<file path="src/rtl/rsa_key_pair_derivation_defines.svh">
// Assertion macros shared by the key derivation RTL.
// Taken in by the files that check their own sequencing; depends on nothing.
`ifndef RSA_KEY_PAIR_DERIVATION_DEFINES_SVH
`define RSA_KEY_PAIR_DERIVATION_DEFINES_SVH

// Same-cycle implication, checked on every rising edge outside reset.
`define RKD_ASSERT_NOW(label, clk, rst_n, ante, cons, msg) \
  label: assert property (@(posedge clk) disable iff (!rst_n) (ante) |-> (cons)) \
    else $error(msg);

// Next-cycle implication, checked on every rising edge outside reset.
`define RKD_ASSERT_NEXT(label, clk, rst_n, ante, cons, msg) \
  label: assert property (@(posedge clk) disable iff (!rst_n) (ante) |=> (cons)) \
    else $error(msg);

`endif

</file>
<file path="src/rtl/rkd_pkg.sv">
// Shared constants for the key derivation block.
// Used by the top level and its arithmetic units; depends on nothing.
package rkd_pkg;

  // Default width of each prime factor.
  localparam int unsigned RKD_PRIME_BITS = 16;
  // Width of the public exponent field.
  localparam int unsigned RKD_EXP_BITS   = 32;
  // Width of the reported modulus and private exponent.
  localparam int unsigned RKD_OUT_BITS   = 32;

endpackage

</file>
<file path="src/rtl/rsa_key_pair_derivation.sv">
// Top level of the RSA key pair derivation block: sequencer and operand registers.
// Depends on rkd_pkg, rkd_div, rkd_mulmod and rsa_key_pair_derivation_defines.svh.
//
// One item carries two primes p and q and a public exponent e; the block returns
// the modulus p*q and the private exponent d, the inverse of e modulo
// phi = (p-1)(q-1), with inverse_found set when that inverse exists. A factor of
// 0 or 1 counts as a term of 0, and a totient below two, or an exponent that
// shares a factor with phi, gives inverse_found low and a zero exponent. Both
// outputs are the low 32 bits of values formed at full width. The block works on
// one item at a time and holds in_stall_o high from acceptance until the result
// is written to the output register; a finished result may wait there while the
// next item is already accepted. An item passes through setup and the reduction
// of e modulo phi, then through rounds of the extended Euclidean algorithm, each
// a division and a modular multiplication, and last through the final loop test
// and the hand-off to the output register; the number of rounds is at most about
// 1.44 * 2*PRIME_BITS. The hand-off waits further while the output register
// holds an earlier result that is stalled. The bit-serial divider does most of
// that work; the serial modular multiplier does the rest.
module rsa_key_pair_derivation #(
  parameter int unsigned PRIME_BITS = rkd_pkg::RKD_PRIME_BITS
) (
  input  logic                            clk_i,
  input  logic                            rst_ni,
  input  logic                            in_valid_i,
  output logic                            in_stall_o,
  input  logic [PRIME_BITS-1:0]           prime_p_i,
  input  logic [PRIME_BITS-1:0]           prime_q_i,
  input  logic [rkd_pkg::RKD_EXP_BITS-1:0] public_exponent_i,
  output logic                            out_valid_o,
  input  logic                            out_stall_i,
  output logic [rkd_pkg::RKD_OUT_BITS-1:0] modulus_o,
  output logic [rkd_pkg::RKD_OUT_BITS-1:0] private_exponent_o,
  output logic                            inverse_found_o
);
  import rkd_pkg::*;

`include "rsa_key_pair_derivation_defines.svh"

  // Width of phi, the remainders and the Bezout coefficients.
  localparam int unsigned W  = 2 * PRIME_BITS;
  // Width of a dividend: wide enough for both e and any remainder.
  localparam int unsigned DW = (W > RKD_EXP_BITS) ? W : RKD_EXP_BITS;

  // Sequencer states.
  localparam logic [3:0] S_IDLE = 4'd0;  // waiting for an item
  localparam logic [3:0] S_MODN = 4'd1;  // multiplier forms p*q
  localparam logic [3:0] S_PHI  = 4'd2;  // multiplier forms (p-1)(q-1)
  localparam logic [3:0] S_CHK  = 4'd3;  // test phi, start e mod phi
  localparam logic [3:0] S_REDE = 4'd4;  // wait for e mod phi
  localparam logic [3:0] S_TEST = 4'd5;  // Euclid loop test, start a division
  localparam logic [3:0] S_QUO  = 4'd6;  // wait for quotient and remainder
  localparam logic [3:0] S_MMUL = 4'd7;  // wait for quo*s1 mod phi
  localparam logic [3:0] S_FIN  = 4'd8;  // hand the result to the output register

  logic [3:0] state_q, state_d;

  logic [PRIME_BITS-1:0]   p_q, p_d;
  logic [PRIME_BITS-1:0]   q_q, q_d;
  logic [RKD_EXP_BITS-1:0] e_q, e_d;
  logic [W-1:0]            mod_q, mod_d;
  logic [W-1:0]            phi_q, phi_d;
  logic [W-1:0]            r0_q, r0_d;
  logic [W-1:0]            r1_q, r1_d;
  logic [W-1:0]            r2_q, r2_d;
  logic [W-1:0]            s0_q, s0_d;
  logic [W-1:0]            s1_q, s1_d;
  logic [W-1:0]            d_q, d_d;
  logic                    found_q, found_d;

  logic                    out_valid_q, out_valid_d;
  logic [RKD_OUT_BITS-1:0] out_mod_q, out_mod_d;
  logic [RKD_OUT_BITS-1:0] out_exp_q, out_exp_d;
  logic                    out_found_q, out_found_d;

  logic                  in_accept;
  logic                  out_free;
  logic [PRIME_BITS-1:0] pm1, qm1;
  logic [PRIME_BITS-1:0] mul_a, mul_b;
  logic [W-1:0]          mul_y;

  logic          div_start;
  logic [DW-1:0] div_dividend;
  logic [W-1:0]  div_divisor;
  logic          div_done;
  logic [W-1:0]  div_quo;
  logic [W-1:0]  div_rem;

  logic          mm_start;
  logic          mm_done;
  logic [W-1:0]  mm_prod;
  logic [W-1:0]  s2;

  assign in_stall_o = (state_q != S_IDLE);
  assign in_accept  = in_valid_i && !in_stall_o;
  // The output register can take a new result when empty or being drained.
  assign out_free   = !out_valid_q || !out_stall_i;

  // A factor below one contributes a zero term, as the totient formula expects.
  assign pm1 = (p_q != '0) ? (p_q - PRIME_BITS'(1)) : '0;
  assign qm1 = (q_q != '0) ? (q_q - PRIME_BITS'(1)) : '0;

  // One multiplier, used for the modulus and then for the totient.
  assign mul_a = (state_q == S_MODN) ? p_q : pm1;
  assign mul_b = (state_q == S_MODN) ? q_q : qm1;
  assign mul_y = W'(mul_a) * W'(mul_b);

  // The divider first reduces e modulo phi, then serves every Euclid round.
  assign div_start    = (state_q == S_CHK && phi_q >= W'(2)) ||
                        (state_q == S_TEST && r1_q != '0);
  assign div_dividend = (state_q == S_CHK) ? DW'(e_q) : DW'(r0_q);
  assign div_divisor  = (state_q == S_CHK) ? phi_q : r1_q;

  assign mm_start = (state_q == S_QUO) && div_done;

  // New coefficient s0 - quo*s1, kept in the range 0..phi-1.
  assign s2 = (s0_q >= mm_prod) ? (s0_q - mm_prod) : (s0_q + (phi_q - mm_prod));

  rkd_div #(
    .W (W),
    .DW(DW)
  ) u_div (
    .clk_i      (clk_i),
    .rst_ni     (rst_ni),
    .start_i    (div_start),
    .dividend_i (div_dividend),
    .divisor_i  (div_divisor),
    .done_o     (div_done),
    .quotient_o (div_quo),
    .remainder_o(div_rem)
  );

  rkd_mulmod #(
    .W(W)
  ) u_mulmod (
    .clk_i    (clk_i),
    .rst_ni   (rst_ni),
    .start_i  (mm_start),
    .a_i      (s1_q),
    .b_i      (div_quo),
    .m_i      (phi_q),
    .done_o   (mm_done),
    .product_o(mm_prod)
  );

  always_comb begin
    state_d     = state_q;
    p_d         = p_q;
    q_d         = q_q;
    e_d         = e_q;
    mod_d       = mod_q;
    phi_d       = phi_q;
    r0_d        = r0_q;
    r1_d        = r1_q;
    r2_d        = r2_q;
    s0_d        = s0_q;
    s1_d        = s1_q;
    d_d         = d_q;
    found_d     = found_q;
    out_valid_d = out_valid_q && out_stall_i;
    out_mod_d   = out_mod_q;
    out_exp_d   = out_exp_q;
    out_found_d = out_found_q;

    case (state_q)
      S_IDLE: begin
        if (in_accept) begin
          p_d     = prime_p_i;
          q_d     = prime_q_i;
          e_d     = public_exponent_i;
          state_d = S_MODN;
        end
      end
      S_MODN: begin
        mod_d   = mul_y;
        state_d = S_PHI;
      end
      S_PHI: begin
        phi_d   = mul_y;
        state_d = S_CHK;
      end
      S_CHK: begin
        // With phi below two the range of candidates is empty.
        if (phi_q < W'(2)) begin
          d_d     = '0;
          found_d = 1'b0;
          state_d = S_FIN;
        end else begin
          state_d = S_REDE;
        end
      end
      S_REDE: begin
        if (div_done) begin
          r0_d    = phi_q;
          r1_d    = div_rem;
          s0_d    = '0;
          s1_d    = W'(1);
          state_d = S_TEST;
        end
      end
      S_TEST: begin
        if (r1_q == '0) begin
          // The last nonzero remainder is the gcd; only a gcd of one has an inverse.
          if (r0_q == W'(1) && s0_q != '0) begin
            d_d     = s0_q;
            found_d = 1'b1;
          end else begin
            d_d     = '0;
            found_d = 1'b0;
          end
          state_d = S_FIN;
        end else begin
          state_d = S_QUO;
        end
      end
      S_QUO: begin
        if (div_done) begin
          r2_d    = div_rem;
          state_d = S_MMUL;
        end
      end
      S_MMUL: begin
        if (mm_done) begin
          r0_d    = r1_q;
          r1_d    = r2_q;
          s0_d    = s1_q;
          s1_d    = s2;
          state_d = S_TEST;
        end
      end
      S_FIN: begin
        if (out_free) begin
          out_valid_d = 1'b1;
          out_mod_d   = RKD_OUT_BITS'(mod_q);
          out_exp_d   = RKD_OUT_BITS'(d_q);
          out_found_d = found_q;
          state_d     = S_IDLE;
        end
      end
      default: begin
        state_d = S_IDLE;
      end
    endcase
  end

  always_ff @(posedge clk_i or negedge rst_ni) begin
    if (!rst_ni) begin
      state_q     <= S_IDLE;
      out_valid_q <= 1'b0;
    end else begin
      state_q     <= state_d;
      out_valid_q <= out_valid_d;
    end
  end

  always_ff @(posedge clk_i) begin
    p_q         <= p_d;
    q_q         <= q_d;
    e_q         <= e_d;
    mod_q       <= mod_d;
    phi_q       <= phi_d;
    r0_q        <= r0_d;
    r1_q        <= r1_d;
    r2_q        <= r2_d;
    s0_q        <= s0_d;
    s1_q        <= s1_d;
    d_q         <= d_d;
    found_q     <= found_d;
    out_mod_q   <= out_mod_d;
    out_exp_q   <= out_exp_d;
    out_found_q <= out_found_d;
  end

  assign out_valid_o        = out_valid_q;
  assign modulus_o          = out_mod_q;
  assign private_exponent_o = out_exp_q;
  assign inverse_found_o    = out_found_q;

  // The current remainder r1 and both coefficients stay reduced below phi throughout the loop.
  `RKD_ASSERT_NOW(a_loop_reduced, clk_i, rst_ni, (state_q == S_TEST), ((r1_q < phi_q) && (s0_q < phi_q) && (s1_q < phi_q)), "Euclid operands not reduced modulo phi")
  // A result without an inverse always reports a zero exponent.
  `RKD_ASSERT_NOW(a_zero_when_none, clk_i, rst_ni, (out_valid_o && !inverse_found_o), (private_exponent_o == '0), "exponent nonzero without an inverse")
  // The output register fills only from the final sequencer state.
  `RKD_ASSERT_NOW(a_fill_from_fin, clk_i, rst_ni, ($rose(out_valid_o)), ($past(state_q) == S_FIN), "result appeared outside the final state")
  // An accepted item starts the modulus multiplication next.
  `RKD_ASSERT_NEXT(a_accept_starts, clk_i, rst_ni, (in_accept), (state_q == S_MODN), "accepted item did not start the sequence")

endmodule

</file>
<file path="src/rtl/rkd_div.sv">
// Iterative restoring divider, one quotient bit per cycle.
// Uses constants from rkd_pkg; instantiated by the key derivation top level.
module rkd_div #(
  parameter int unsigned W  = 2 * rkd_pkg::RKD_PRIME_BITS,
  parameter int unsigned DW = rkd_pkg::RKD_EXP_BITS
) (
  input  logic          clk_i,
  input  logic          rst_ni,
  input  logic          start_i,
  input  logic [DW-1:0] dividend_i,
  input  logic [W-1:0]  divisor_i,
  output logic          done_o,
  output logic [W-1:0]  quotient_o,
  output logic [W-1:0]  remainder_o
);
  import rkd_pkg::*;

  localparam int unsigned CW = $clog2(DW + 1);

  logic          busy_q, busy_d;
  logic          done_q, done_d;
  logic [CW-1:0] cnt_q, cnt_d;
  logic [DW-1:0] quo_q, quo_d;
  logic [W-1:0]  rem_q, rem_d;
  logic [W-1:0]  dvs_q, dvs_d;
  logic [W:0]    shifted;
  logic          ge;

  // The partial remainder stays below the divisor, so one more bit fits in W+1.
  assign shifted = {rem_q, quo_q[DW-1]};
  assign ge      = (shifted >= {1'b0, dvs_q});

  always_comb begin
    busy_d = busy_q;
    done_d = 1'b0;
    cnt_d  = cnt_q;
    quo_d  = quo_q;
    rem_d  = rem_q;
    dvs_d  = dvs_q;
    if (start_i) begin
      busy_d = 1'b1;
      cnt_d  = CW'(DW);
      quo_d  = dividend_i;
      rem_d  = '0;
      dvs_d  = divisor_i;
    end else if (busy_q) begin
      rem_d = ge ? W'(shifted - {1'b0, dvs_q}) : W'(shifted);
      quo_d = {quo_q[DW-2:0], ge};
      cnt_d = cnt_q - CW'(1);
      if (cnt_q == CW'(1)) begin
        busy_d = 1'b0;
        done_d = 1'b1;
      end
    end
  end

  always_ff @(posedge clk_i or negedge rst_ni) begin
    if (!rst_ni) begin
      busy_q <= 1'b0;
      done_q <= 1'b0;
      cnt_q  <= '0;
    end else begin
      busy_q <= busy_d;
      done_q <= done_d;
      cnt_q  <= cnt_d;
    end
  end

  always_ff @(posedge clk_i) begin
    quo_q <= quo_d;
    rem_q <= rem_d;
    dvs_q <= dvs_d;
  end

  assign done_o      = done_q;
  assign quotient_o  = W'(quo_q);
  assign remainder_o = rem_q;

endmodule

</file>
<file path="src/rtl/rkd_mulmod.sv">
// Serial modular multiplier: one multiplier bit per cycle, reduced modulo m.
// Uses constants from rkd_pkg; instantiated by the key derivation top level.
module rkd_mulmod #(
  parameter int unsigned W = 2 * rkd_pkg::RKD_PRIME_BITS
) (
  input  logic         clk_i,
  input  logic         rst_ni,
  input  logic         start_i,
  input  logic [W-1:0] a_i,
  input  logic [W-1:0] b_i,
  input  logic [W-1:0] m_i,
  output logic         done_o,
  output logic [W-1:0] product_o
);
  import rkd_pkg::*;

  logic         busy_q, busy_d;
  logic         done_q, done_d;
  logic [W-1:0] acc_q, acc_d;
  logic [W-1:0] aa_q, aa_d;
  logic [W-1:0] bb_q, bb_d;
  logic [W-1:0] m_q, m_d;
  logic [W-1:0] gap_acc, gap_dbl;

  // Addition modulo m of two values below m, without a carry out of W bits.
  assign gap_acc = m_q - aa_q;
  assign gap_dbl = m_q - aa_q;

  always_comb begin
    busy_d = busy_q;
    done_d = 1'b0;
    acc_d  = acc_q;
    aa_d   = aa_q;
    bb_d   = bb_q;
    m_d    = m_q;
    if (start_i) begin
      busy_d = 1'b1;
      acc_d  = '0;
      aa_d   = a_i;
      bb_d   = b_i;
      m_d    = m_i;
    end else if (busy_q) begin
      if (bb_q == '0) begin
        busy_d = 1'b0;
        done_d = 1'b1;
      end else begin
        if (bb_q[0]) begin
          acc_d = (acc_q >= gap_acc) ? (acc_q - gap_acc) : (acc_q + aa_q);
        end
        aa_d = (aa_q >= gap_dbl) ? (aa_q - gap_dbl) : (aa_q + aa_q);
        bb_d = bb_q >> 1;
      end
    end
  end

  always_ff @(posedge clk_i or negedge rst_ni) begin
    if (!rst_ni) begin
      busy_q <= 1'b0;
      done_q <= 1'b0;
    end else begin
      busy_q <= busy_d;
      done_q <= done_d;
    end
  end

  always_ff @(posedge clk_i) begin
    acc_q <= acc_d;
    aa_q  <= aa_d;
    bb_q  <= bb_d;
    m_q   <= m_d;
  end

  assign done_o    = done_q;
  assign product_o = acc_q;

endmodule

</file>
<file path="config.mk">
export PLATFORM = sky130hd
export DESIGN_NAME = rsa_key_pair_derivation
export DESIGN_NICKNAME = d
export VERILOG_FILES = /design/src/rtl/rkd_pkg.sv /design/src/rtl/rsa_key_pair_derivation.sv /design/src/rtl/rkd_div.sv /design/src/rtl/rkd_mulmod.sv
export VERILOG_INCLUDE_DIRS = /design/src /design/src/rtl
export SDC_FILE = /design/constraint.sdc
export NUM_CORES = 2
export LEC_CHECK = 0
export ABC_AREA = 1
export BUFFER_PORTS_ARGS = -buffer_cell sky130_fd_sc_hd__buf_4
export CAP_MARGIN = 20
export CORE_ASPECT_RATIO = 1.5
export CORE_MARGIN = 8
export CORE_UTILIZATION = 40
export DETAILED_ROUTE_END_ITERATION = 12
export MAX_ROUTING_LAYER = met4
export RECOVER_POWER = 100
export SLEW_MARGIN = 20
export SYNTH_ARGS = -nofsm -noshare
export SYNTH_HDL_FRONTEND = slang
export SYNTH_SLANG_ARGS = --single-unit
</file>
<file path="constraint.sdc">
create_clock -name clk_i -period 15.5 [get_ports clk_i]
set_input_delay 1.55 -clock clk_i [delete_from_list [all_inputs] [get_ports clk_i]]
set_output_delay 1.55 -clock clk_i [all_outputs]
set_load 0.05 [all_outputs]
</file>
Word level (Yosys, flattened, before mapping)
Index checks and enable logic that the tools add are counted.

cells by class
  add/subtract/negate cells = 12
  bitwise operators = 1
  reduce and logical (&&, ||, !) cells = 31
  multiply operators = 1
  eq/ne operators = 18
  order comparisons = 6
  mux-type cells = 62

operators with widths
  cell                   count
  $mux 32                25
  $pmux 32 s2            5
  $sub 32x32->32         6
  $add 32x32->32         3
  $ge 32x32->1           3
  $logic_not 32->1       2
  $mux 16                4
  $reduce_bool 32->1     2
  $pmux 4 s9             1
  $ge 33x32->1           1
  $eq 32x1->1 const B    1
  $ge 32x2->1 const B    1
  $lt 32x2->1 const B    1
  $mul 16x16->32         1
  $reduce_bool 16->1     2
  $sub 16x1->16 const B  2
  $mux 4                 7
  $mux 1                 17
  $eq 4x3->1 const B     4
  $mux 6                 2
  $ne 2x1->1 const B     5
  $reduce_and 3->1       3
  $eq 4x2->1 const B     2
  $reduce_and 2->1       4
  other kinds (14)       27

word-level totals
  word-level logic and storage cells = 160
  bits in registers = 625
  output and inout bits = 67

Logic depth before layout (Yosys ltp)
  depth after elaboration = 6
  gate-level depth with buffers = 34
  gate-level depth less buffers = 33

Modules after synthesis
A second synthesis with hierarchy kept.

second synthesis, totals
  cells, all modules = 6,373
  area total of the unflattened synthesis = 49,980.4 um2

by module, submodules not included
  module                   instances  cells an instance  area each (um2)  sequential area each (um2)
  rsa_key_pair_derivation  1          3,569              30,321.6         11,716.2
  rkd_mulmod               1          1,845              12,771.0         3,573.4
  rkd_div                  1          959                6,887.9          2,762.6

Worst setup path before layout
No wires, ideal clock.

  kind = flip-flop to flip-flop
  from = register state_q[2]
  to = register r0_q[0], enable pin
  clock period less this slack = 10.281 ns
  arrival time = 9.509 ns
  cell stages (with the launch flop) = 8
  setup slack = 5.219 ns
  path through = dfrtp_1 -> inv_1 -> nor2_1 -> inv_1 -> nor2_2 -> clkinv_1 -> o21ai_0 -> nor3_1

between the ends
  word-level cells in the longest chain between the ends = 3
  elaborated cells between the ends (all ways) = 6
  those cells by class = 4 x eq/ne; 2 x reduce/logical

RTL lines
  what                                                              RTL line                        source
  start: declaration                                                rsa_key_pair_derivation.sv:55   logic [3:0] state_q, state_d;
  start signal: assignment                                          rsa_key_pair_derivation.sv:250  state_q <= state_d;
  $eq 4x3->1                                                        rsa_key_pair_derivation.sv:164  case (state_q)
  $ne 2x1->1 (no line) / $reduce_bool 2->1 (equally long branches)  -
  $reduce_and 3->1 (no line) *                                      -
  end signal: assignment                                            rsa_key_pair_derivation.sv:261  r0_q <= r0_d;
  end: declaration                                                  rsa_key_pair_derivation.sv:62   logic [W-1:0] r0_q, r0_d;

Every way passes the cells marked *; elsewhere a longest branch is shown, timed or not.
A chain may end at the register's enable or synchronous reset.

Worst setup path in the final report
  from = register state_q[3]
  to = register mod_q[31], data pin

between the ends
  word-level cells in the longest chain between the ends = 3
  elaborated cells between the ends (all ways) = 4
  those cells by class = 1 x mul; 1 x eq/ne; 2 x mux

RTL lines
  what                               RTL line                                                        source
  $eq 4x1->1 *                       rsa_key_pair_derivation.sv:103, rsa_key_pair_derivation.sv:104
  $mux 16, on equally long branches  rsa_key_pair_derivation.sv:103, rsa_key_pair_derivation.sv:104
  $mul 16x16->32 *                   rsa_key_pair_derivation.sv:105                                  assign mul_y = W'(mul_a) * W'(mul_b);
  via mul_y[31]                      rsa_key_pair_derivation.sv:79                                   logic [W-1:0] mul_y;
  end signal: assignment             rsa_key_pair_derivation.sv:259                                  mod_q <= mod_d;
  end: declaration                   rsa_key_pair_derivation.sv:60                                   logic [W-1:0] mod_q, mod_d;

The timed path passes the listed nets; every way through them passes the cells marked *.

==> impl_metrics.tcl <==
set metrics [dict create \
    dr.pass1.iters 6 \
    setup_tns_ns 0 \
    clock_sinks 625 \
    drive_gt1_share_pct 4.333 \
    cpMostUsedCell "fa_1" \
    grt_pass1_wl_um 276900 \
    cap_violations 24 \
    rsz0062_at_grt "false" \
    fillers 12740 \
    violations "capacitance limit, slew limit" \
    ys_seq_area_share_pct 36.22 \
    rows 158 \
    synth_ff_type "edfxtp_1" \
    drt_wl_total_um 190000 \
    synth_compound_area_share_pct 8.546 \
    portBuffers 134 \
    vias 43354 \
    synth_edf_count 546 \
    yosys.area_share.simple_pct 24.81 \
    die_y_um 448.3 \
    timing.final.crit_share_pct 72.26 \
    syn_avg_cell_area_um2 7.793 \
    cts_tree "yes" \
    routedWlPerCell_um 23.22 \
    clkLatencyLatePin_ns 0.68 \
    io_pins 135 \
    fin_skew_ns 0.04295 \
    yosys.area_share.adder_pct 17.56 \
    cpPeakStageDelay_ns 3.10 \
    synth-async-reset-ratio_pct 2.400 \
    clkTransAtPathRegs_ns 0.06 \
    yosys_warnings 0 \
    vias_per_cell 5.297 \
    cp_max_fo 43 \
    crit_slowest_cell "nor2_1" \
    crit_type "flip-flop to flip-flop" \
    dieArea_um2 136400 \
    ant_nets 0 \
    die_width_um 304.2 \
    dp_hpwl_um 156300 \
    crit_required_ns 15.90 \
    synth_top_family_by_area "simple AND/OR/NAND/NOR gates" \
    grt_max_degree 94 \
    synth_mux_area_share_pct 0 \
    postCtsSetupBuffers 0 \
    setup_viol 0 \
    syn_area_um2 49840 \
    layout_min_cycle_time_ns 11.20 \
    cp_num_buf_inv 7 \
    start_util_pct 40.33 \
    critPathLaunchType "flip-flop" \
    gr-usage-all-layers_pct 28.07 \
    synth_fp_nets 7024 \
    coreArea_um2 123600 \
    end_kind "flip-flop" \
    max_slew_margin_pct -189.0 \
    htreeDepth 3 \
    outcome "complete, but fails checks" \
    clockBufferDepth 3 \
    hp-class "flip-flop to flip-flop" \
    cts_resized 0 \
    ys_seq_elements 625 \
    max_freq_mhz 89.28 \
    gr-total-overflow 0 \
    drc 0 \
    cts-buffers-inserted 68 \
    cp.arrival_ns 11.60 \
    hold_buffers 0 \
    ys_types 55 \
    netlist_instances 6395 \
    grt_antenna_before_repair 15 \
    slew_violations 1218 \
    crit_family "simple AND/OR/NAND/NOR gates" \
    drt_iter0_drc 3269 \
    synthXorXnorAreaFrac_pct 2.882 \
    place.gp.congestion 1.009 \
    area_growth_pct 9.199 \
    grt_pass1_vias 43541 \
    tightest_slew_ns 4.319 \
    clock-root-buffer "clkbuf_16" \
    ff_latch_area_um2 18050 \
    fin_nets 7152 \
    hold_violations 0 \
    multi_input_area_um2 26800 \
]
final timing paths:
path	start	to	slack (ns)	cells after the start
worst max register to register	state_q[3]$_DFFE_PN0P_	mod_q[31]$_DFFE_PP_	4.30	26
min in group asynchronous	rst_ni	out_valid_o$_DFF_PN0_	0.96	1
max in group asynchronous	rst_ni	u_div.cnt_q[2]$_DFFE_PN0P_	14.00	1
worst min register to register	d_q[7]$_SDFFCE_PN0P_	private_exponent_o[7]$_DFFE_PP_	0.41	0
worst max-delay path	state_q[3]$_DFFE_PN0P_	mod_q[31]$_DFFE_PP_	4.30	26
worst min-delay path	d_q[7]$_SDFFCE_PN0P_	private_exponent_o[7]$_DFFE_PP_	0.41	0
final cells by class:
type	instances	share of cell area, %
Clock inverter	35	0.5357
Clock buffer	90	3.504
Tap cell	1600	3.679
Sequential cell	625	33.17
Multi-Input combinational cell	4485	49.25
Timing Repair Buffer	172	1.731
Antenna cell	7	0.03219
Inverter	1171	8.093
metal layers:
metal	vias up	track usage [%]	routed length, um
li1	20788	-	-
met1	20817	29.53	70570
met2	1292	50.44	96880
met3	457	3.015	8037
met5	-	-	0
met4	0	17.53	14560
metrics by stage:
stage | cell area (um2) | worst slack (ns) | hold WS [ns] | util [%] | instances
finish | 54420 | 4.299 | 0.4106 | 44.04 | 8185
detailed placement | 52620 | 7.119 | 0.4045 | 42.59 | 8052
floorplan | 49840 | 5.219 | 0.4003 | - | 6395
global route | 54410 | 3.356 | 0.4169 | 44.04 | 8183
global placement | 52620 | 7.198 | 0.4026 | 42.59 | 8052
CTS | 54820 | 7.091 | 0.4140 | 44.37 | 8177
cell families (layout without fill, tap and decap cells):
| family | after synthesis | after routing |
|---|---|---|
| fa+ha+maj | 561 | 561 |
| compound gates | 779 | 779 |
| buf+inv | 1285 | 1468 |
| simple gates | 2981 | 2981 |
| other cells | 0 | 7 |
| flops | 625 | 625 |
| xor+xnor | 164 | 164 |
cells in the final DEF, fill, tap and decap left out, types with 9 or more instances in the layout:
cell | Yosys | final
nand2_1 | 1730 | 1729
inv_1 | 1137 | 1138
nor2_1 | 636 | 638
edfxtp_1 | 546 | 546
nand3_1 | 348 | 350
o21ai_0 | 330 | 342
ha_1 | 330 | 330
a21oi_1 | 292 | 292
fa_1 | 231 | 231
clkbuf_1 | 54 | 105
xor2_1 | 102 | 102
nand4_1 | 87 | 88
clkbuf_16 | 0 | 70
dfxtp_1 | 64 | 64
xnor2_1 | 62 | 62
clkbuf_4 | 0 | 62
nor3_1 | 57 | 56
a31oi_1 | 35 | 35
nor4_1 | 34 | 34
inv_2 | 28 | 26
o211ai_1 | 23 | 23
o21bai_1 | 22 | 22
nand3b_1 | 18 | 18
o21a_1 | 17 | 17
a21o_1 | 17 | 17
buf_4 | 9 | 17
nand2_2 | 14 | 15
dfrtp_1 | 15 | 15
nor2_2 | 17 | 14
clkinv_1 | 3 | 11
nor2_4 | 7 | 9
clkinv_2 | 0 | 9
synthesized netlist by cell type (34+ instances only):
cell type  instances  area, um2
nand3_1          348       1742
xor2_1           102      893.4
nand2_1         1730       6494
dfxtp_1           64       1281
nand4_1           87      544.3
inv_1           1137       4268
nor4_1            34      212.7
a21oi_1          292       1461
nor2_1           636       2387
o21ai_0          330       1652
buf_2             41      205.2
clkbuf_1          54      202.7
ha_1             330       4129
a31oi_1           35      219.0
fa_1             231       4624
xnor2_1           62      543.0
edfxtp_1         546      16400
nor3_1            57      285.3
Power is not shown: default switching activity piles up to over one toggle a cycle in this logic, so the estimate is an artifact.
